### src/hdl/concatenated_volume_extent_splitter_assert.svh
// Assertion macros used by the RTL of the extent splitter.
`ifndef CONCATENATED_VOLUME_EXTENT_SPLITTER_ASSERT_SVH
`define CONCATENATED_VOLUME_EXTENT_SPLITTER_ASSERT_SVH
`ifndef SYNTHESIS
// a must imply b in the same cycle
`define CVES_ASSERT_IMPLY(label, clk, rst_n, a, b) \
	label: assert property (@(posedge clk) disable iff (!rst_n) (a) |-> (b)) \
		else $error("cves assertion failed");
// a must imply b in the next cycle
`define CVES_ASSERT_NEXT(label, clk, rst_n, a, b) \
	label: assert property (@(posedge clk) disable iff (!rst_n) (a) |=> (b)) \
		else $error("cves assertion failed");
// expression must hold in every cycle
`define CVES_ASSERT_ALWAYS(label, clk, rst_n, e) \
	label: assert property (@(posedge clk) disable iff (!rst_n) (e)) \
		else $error("cves assertion failed");
`else
`define CVES_ASSERT_IMPLY(label, clk, rst_n, a, b)
`define CVES_ASSERT_NEXT(label, clk, rst_n, a, b)
`define CVES_ASSERT_ALWAYS(label, clk, rst_n, e)
`endif
`endif

### src/hdl/cves_pkg.sv
`timescale 1ns / 1ps
`default_nettype none
package cves_pkg;
	localparam int NUM_REGS       = 8;
	localparam int REG_IDX_W      = 3;
	localparam int DATA_W         = 32;
	localparam int IDX_W          = 3;
	localparam int TOTAL_W        = DATA_W + 3;
	localparam int MAX_PIECES_DEF = 8;

	localparam logic STATUS_OK  = 1'b0;
	localparam logic STATUS_END = 1'b1;

	// request token walking down the cell chain
	typedef struct packed {
		logic              valid;
		logic              fail;   // request runs past the volume end
		logic              zlen;   // zero-length request
		logic [DATA_W-1:0] skip;   // bytes still to skip before the request starts
		logic [DATA_W-1:0] rem;    // bytes still to place
	} tok_t;

	// segment offered by one cell
	typedef struct packed {
		logic              valid;
		logic [DATA_W-1:0] offset;
		logic [DATA_W-1:0] length;
		logic              status;
		logic              last;
	} seg_t;
endpackage
`default_nettype wire

### src/hdl/cves_cell.sv
`timescale 1ns / 1ps
`default_nettype none
module cves_cell (
	input  wire logic                   clk,
	input  wire logic                   arst_n,
	input  wire logic                   advance,
	input  wire cves_pkg::tok_t         tok_in,
	input  wire logic [cves_pkg::DATA_W-1:0] size,
	output cves_pkg::tok_t              tok_nxt,
	output cves_pkg::seg_t              seg,
	output logic                        busy
);
	import cves_pkg::*;

	tok_t              tok_q;
	logic              hit;
	logic              done;
	logic [DATA_W-1:0] room;
	logic [DATA_W-1:0] take;
	logic [DATA_W-1:0] rem_n;

	// token register: hold while the output side stalls
	always_ff @(posedge clk or negedge arst_n) begin
		if (!arst_n) begin
			tok_q <= '0;
		end else if (advance || !tok_q.valid) begin
			tok_q <= tok_in;
		end
	end

	// piece arithmetic: does the request start in or run through this piece
	always_comb begin
		hit   = tok_q.skip < size;
		room  = size - tok_q.skip;
		take  = (room < tok_q.rem) ? room : tok_q.rem;
		rem_n = tok_q.rem - take;
		done  = tok_q.fail || (hit && (tok_q.zlen || rem_n == '0));

		seg.valid  = tok_q.valid && advance && (tok_q.fail || hit);
		seg.offset = tok_q.fail ? '0 : tok_q.skip;
		seg.length = tok_q.fail ? '0 : take;
		seg.status = tok_q.fail ? STATUS_END : STATUS_OK;
		seg.last   = done;

		// a piece the request has not reached yet leaves the byte count alone
		tok_nxt.valid = tok_q.valid && advance && !done;
		tok_nxt.fail  = 1'b0;
		tok_nxt.zlen  = tok_q.zlen;
		tok_nxt.skip  = hit ? '0 : (tok_q.skip - size);
		tok_nxt.rem   = hit ? rem_n : tok_q.rem;
	end

	assign busy = tok_q.valid;
endmodule
`default_nettype wire

### src/hdl/concatenated_volume_extent_splitter.sv
`timescale 1ns / 1ps
`default_nettype none
`include "concatenated_volume_extent_splitter_assert.svh"
// Splits a (location, request_length) request over up to MAX_PIECES pieces
// laid end to end, giving one segment per piece touched, or a single
// disk-end result when the request passes the volume total. Piece sizes are
// written through cfg_we/cfg_index/cfg_data; the user must write them only
// while idle, as the block itself does not enforce this. A request is taken
// into the first cell of a chain with one cell per piece and moves one cell
// per cycle while out_ready does not stall the output; each cell emits at
// most one segment, and a zero-length request at the volume end passes
// through every cell. A new request is taken once the previous token has
// left the chain.
module concatenated_volume_extent_splitter #(
	parameter int MAX_PIECES = cves_pkg::MAX_PIECES_DEF
) (
	input  wire logic                             clk,
	input  wire logic                             arst_n,
	input  wire logic                             cfg_we,
	input  wire logic [cves_pkg::REG_IDX_W-1:0]   cfg_index,
	input  wire logic [cves_pkg::DATA_W-1:0]      cfg_data,
	input  wire logic                             in_valid,
	output logic                                  in_ready,
	input  wire logic [cves_pkg::DATA_W-1:0]      location,
	input  wire logic [cves_pkg::DATA_W-1:0]      request_length,
	output logic                                  out_valid,
	input  wire logic                             out_ready,
	output logic [cves_pkg::IDX_W-1:0]            piece_index,
	output logic [cves_pkg::DATA_W-1:0]           piece_offset,
	output logic [cves_pkg::DATA_W-1:0]           segment_length,
	output logic                                  status,
	output logic                                  last_segment
);
	import cves_pkg::*;

	logic [DATA_W-1:0]  piece_size_q [NUM_REGS];
	logic [TOTAL_W-1:0] total_q;
	tok_t               tok_link [MAX_PIECES+1];
	seg_t               seg_vec  [MAX_PIECES];
	logic [MAX_PIECES-1:0] busy_vec;
	logic               advance;
	logic               accept;
	logic [TOTAL_W-1:0] req_end;
	logic               sel_valid;
	seg_t               sel_seg;
	logic [IDX_W-1:0]   sel_idx;
	logic               out_valid_q;
	seg_t               out_q;
	logic [IDX_W-1:0]   out_idx_q;

	// configuration registers and running volume total
	always_ff @(posedge clk or negedge arst_n) begin
		if (!arst_n) begin
			for (int i = 0; i < NUM_REGS; i++) begin
				piece_size_q[i] <= '0;
			end
			total_q <= '0;
		end else if (cfg_we) begin
			piece_size_q[cfg_index] <= cfg_data;
			if (int'(cfg_index) < MAX_PIECES) begin
				total_q <= total_q + TOTAL_W'(cfg_data)
					- TOTAL_W'(piece_size_q[cfg_index]);
			end
		end
	end

	// request entry and total check
	assign advance  = !out_valid_q || out_ready;
	assign in_ready = busy_vec == '0;
	assign accept   = in_valid && in_ready;

	always_comb begin
		req_end            = TOTAL_W'(location) + TOTAL_W'(request_length);
		tok_link[0].valid  = accept;
		tok_link[0].fail   = req_end > total_q;
		tok_link[0].zlen   = request_length == '0;
		tok_link[0].skip   = location;
		tok_link[0].rem    = request_length;
	end

	// one cell per piece
	for (genvar g = 0; g < MAX_PIECES; g++) begin : g_cell
		cves_cell u_cell (
			.clk     (clk),
			.arst_n  (arst_n),
			.advance (advance),
			.tok_in  (tok_link[g]),
			.size    (piece_size_q[g]),
			.tok_nxt (tok_link[g+1]),
			.seg     (seg_vec[g]),
			.busy    (busy_vec[g])
		);
	end

	// pick the emitting cell; a zero-length token leaving the chain ends at index 0
	always_comb begin
		sel_valid = 1'b0;
		sel_seg   = '0;
		sel_idx   = '0;
		for (int i = 0; i < MAX_PIECES; i++) begin
			if (seg_vec[i].valid) begin
				sel_valid = 1'b1;
				sel_seg   = seg_vec[i];
				sel_idx   = IDX_W'(i);
			end
		end
		if (tok_link[MAX_PIECES].valid && tok_link[MAX_PIECES].zlen) begin
			sel_valid      = 1'b1;
			sel_seg.valid  = 1'b1;
			sel_seg.offset = '0;
			sel_seg.length = '0;
			sel_seg.status = STATUS_OK;
			sel_seg.last   = 1'b1;
			sel_idx        = '0;
		end
	end

	// output register
	always_ff @(posedge clk or negedge arst_n) begin
		if (!arst_n) begin
			out_valid_q <= 1'b0;
		end else if (advance) begin
			out_valid_q <= sel_valid;
		end
	end

	always_ff @(posedge clk) begin
		if (advance && sel_valid) begin
			out_q     <= sel_seg;
			out_idx_q <= sel_idx;
		end
	end

	assign out_valid      = out_valid_q;
	assign piece_index    = out_idx_q;
	assign piece_offset   = out_q.offset;
	assign segment_length = out_q.length;
	assign status         = out_q.status;
	assign last_segment   = out_q.last;

	// checks
	`CVES_ASSERT_ALWAYS(a_one_token, clk, arst_n, $onehot0(busy_vec))
	`CVES_ASSERT_NEXT(a_accept_loads_cell0, clk, arst_n, accept, busy_vec[0])
	`CVES_ASSERT_IMPLY(a_end_is_final, clk, arst_n, out_valid_q && status == STATUS_END, last_segment && segment_length == '0)
	`CVES_ASSERT_IMPLY(a_no_empty_mid, clk, arst_n, out_valid_q && !last_segment, segment_length != '0)
endmodule
`default_nettype wire
### config.mk
export PLATFORM = sky130hd
export DESIGN_NAME = concatenated_volume_extent_splitter
export DESIGN_NICKNAME = d
export VERILOG_FILES = /design/src/hdl/cves_pkg.sv /design/src/hdl/cves_cell.sv /design/src/hdl/concatenated_volume_extent_splitter.sv
export VERILOG_INCLUDE_DIRS = /design/src /design/src/hdl
export SDC_FILE = /design/constraint.sdc
export NUM_CORES = 2
export LEC_CHECK = 0
export BUFFER_PORTS_ARGS = -buffer_cell sky130_fd_sc_hd__buf_2
export CORE_AREA = 4 4 587 444
export DETAILED_ROUTE_END_ITERATION = 12
export DIE_AREA = 0 0 591 448
export PLACE_DENSITY_LB_ADDON = 0.2
export SKIP_CTS_REPAIR_TIMING = 1
export SLEW_MARGIN = 20
export SYNTH_ARGS = -nofsm -noshare
export SYNTH_HDL_FRONTEND = slang
export SYNTH_HIERARCHICAL = 1
export SYNTH_SLANG_ARGS = --single-unit
export TNS_END_PERCENT = 10
### constraint.sdc
create_clock -name clk -period 32.9 [get_ports clk]
set_input_delay 6.58 -clock clk [delete_from_list [all_inputs] [get_ports clk]]
set_output_delay 6.58 -clock clk [all_outputs]
set_load 0.02 [all_outputs]
==> impl_metrics.toml <==
[sta]
final.setup.tns_ps = 0
finalSetupViolCount = 0
fmax_ghz = 0.0825
finalMaxSlewViolations = 0
worst_pin_slew_ps = 1360
hold_viol = 0
period_share_pct = 36.8
final.min_clock_period_ps = 12120
fin_worst_skew_ps = 65.6
relSlewSlack_pct = 8.77
rsz0062_at_grt = "false"

[synthesis]
syn_inst = 13300
synth.net_count = 14600
syn_area_per_cell_um2 = 7.52
yosys_warnings = 6
synth_area_um2 = 100000

[clock_tree]
clk_latency_ps = 830
h-tree-depth = 3
cts_buffers = 114
cts_buffer_depth = 3
cts.sinks = 897
cts-root-buf = "clkbuf_16"
clk_pin_slew_ps = 60
cts_tree = "built"

[drt]
routed_wl_um = 510000
wl_per_cell_um = 30.8
final_antenna_net_count = 0
drt_pass1_iterations = 6
vias = 102000
remaining_drc_errors = 0
vias_per_cell = 6.17
drt_iter0_drc = 15700

[setup_path]
crit_path_start_kind = "register"
max_stage_delay_ps = 900
worstSetupPathType = "reg -> reg"
slowest_stage = "a2111oi_1"
path_buf_inv = 6
cp.required_ps = 33310
arrival_ps = 12530
crit_fanout = 43
endpoint_kind = "register"
cpLargestDelayFamily = "compound AO/OA/AOI/OAI gates"

[global_routing]
grt_overflow_total = 0
grt_pass1_vias = 90900
grt_max_degree = 157
grt_usage_pct = 37.1
antenna_found_initial = 48
grt_pass1_wl_um = 709000

[cells_and_area]
fin_nets = 14300
layout-drive-gt1-share_pct = 7.62
area_growth_pct = 7.56
mostFrequentLayoutCells = "1514 x nor2_1, 1471 x nand2_1, 1284 x o21ai_0, 1120 x a21oi_1, 1106 x inv_1"
nFillCells = 26700
final_common_cell = "nor2_1"

[floorplanning]
core_area_um2 = 255000
initial_utilization_pct = 39.2
dieHeight_um = 448
row_count = 161
die_w_um = 591
die_area_um2 = 265000
pin_count = 175

[placed_design]
portBuffers = 174
dpl.hpwl_um = 425000
place.gp.congestion = 1.10

[run_status]
status = "finished, final reports clean"

[job]
max_cap_violations = 0

[worst_hold_path]
hold_path.class = "reg -> reg"
routing by layer:
metal	part of all wire (%)	wire, um	GRT usage (%)	vias up
met3	15	78100	16.3	612
met4	3.0	15200	9.55	32
met2	35	178000	45.1	5708
met1	47	238000	57.1	49900
li1	-	-	-	45900
met5	0.21	1060	1.50	-
worst reg2reg max path: cells and delay by family (launching register included):
family | cells | cell delay [ps]
buffers and inverters | 6 | 1720
xor gates and xnor gates | 1 | 710
DFF | 1 | 580
adders and majority gates | 5 | 1350
AOI/OAI and AO/OA | 18 | 5080
and+or+nand+nor | 9 | 2230
final cells by class:
| type | count | area, um^2 | share of cell area (%) |
|---|---|---|---|
| Sequential cell | 897 | 22800 | 21.2 |
| Timing Repair Buffer | 316 | 1990 | 1.85 |
| Clock buffer | 151 | 3210 | 2.98 |
| Inverter | 1117 | 4190 | 3.89 |
| Antenna cell | 14 | 35.0 | 0.0325 |
| Clock inverter | 64 | 644 | 0.598 |
| Tap cell | 3423 | 4280 | 3.98 |
| Multi-Input combinational cell | 10600 | 70500 | 65.5 |
registers in the layout, indices dropped and copies added, names as in the netlist:
name and cells:
g_cell.u_cell/tok_q 520, piece_size_q 256, total_q 35, piece_offset 32, segment_length 32, g_cell.u_cell/busy 8
g_cell.u_cell/tok_nxt 8, piece_index 3, last_segment 1, out_valid 1, status 1
metrics by stage:
step / std cells / util [%] / hold WS, ps / setup slack (ps) / cell area (um^2)
after global placement: 16300 / 40.6 / 465 / 21090 / 104000
after CTS: 16500 / 42.1 / 509 / 21260 / 108000
after global routing: 16500 / 42.2 / 515 / 20540 / 108000
after detailed placement: 16300 / 40.6 / 478 / 21070 / 104000
final: 16500 / 42.2 / 503 / 20780 / 108000
after floorplan: 13300 / - / 466 / 20800 / 100000
path summary, 6_finish.rpt:
path	startpoint	to	slack [ps]	cells past startpoint
min in group asynchronous	arst_n	g_cell[6].u_cell/tok_q[13]	5730	1
min	piece_size_q[158]	piece_size_q[158]	500	2
max in group asynchronous	arst_n	g_cell[0].u_cell/tok_q[11]	23730	5
max reg2reg	piece_size_q[0]	piece_offset[6]	20780	39
max	piece_size_q[0]	piece_offset[6]	20780	39
min reg2reg	piece_size_q[158]	piece_size_q[158]	500	2
Power is not shown: default switching activity piles up to over one toggle a cycle in this logic, so the estimate is an artifact.
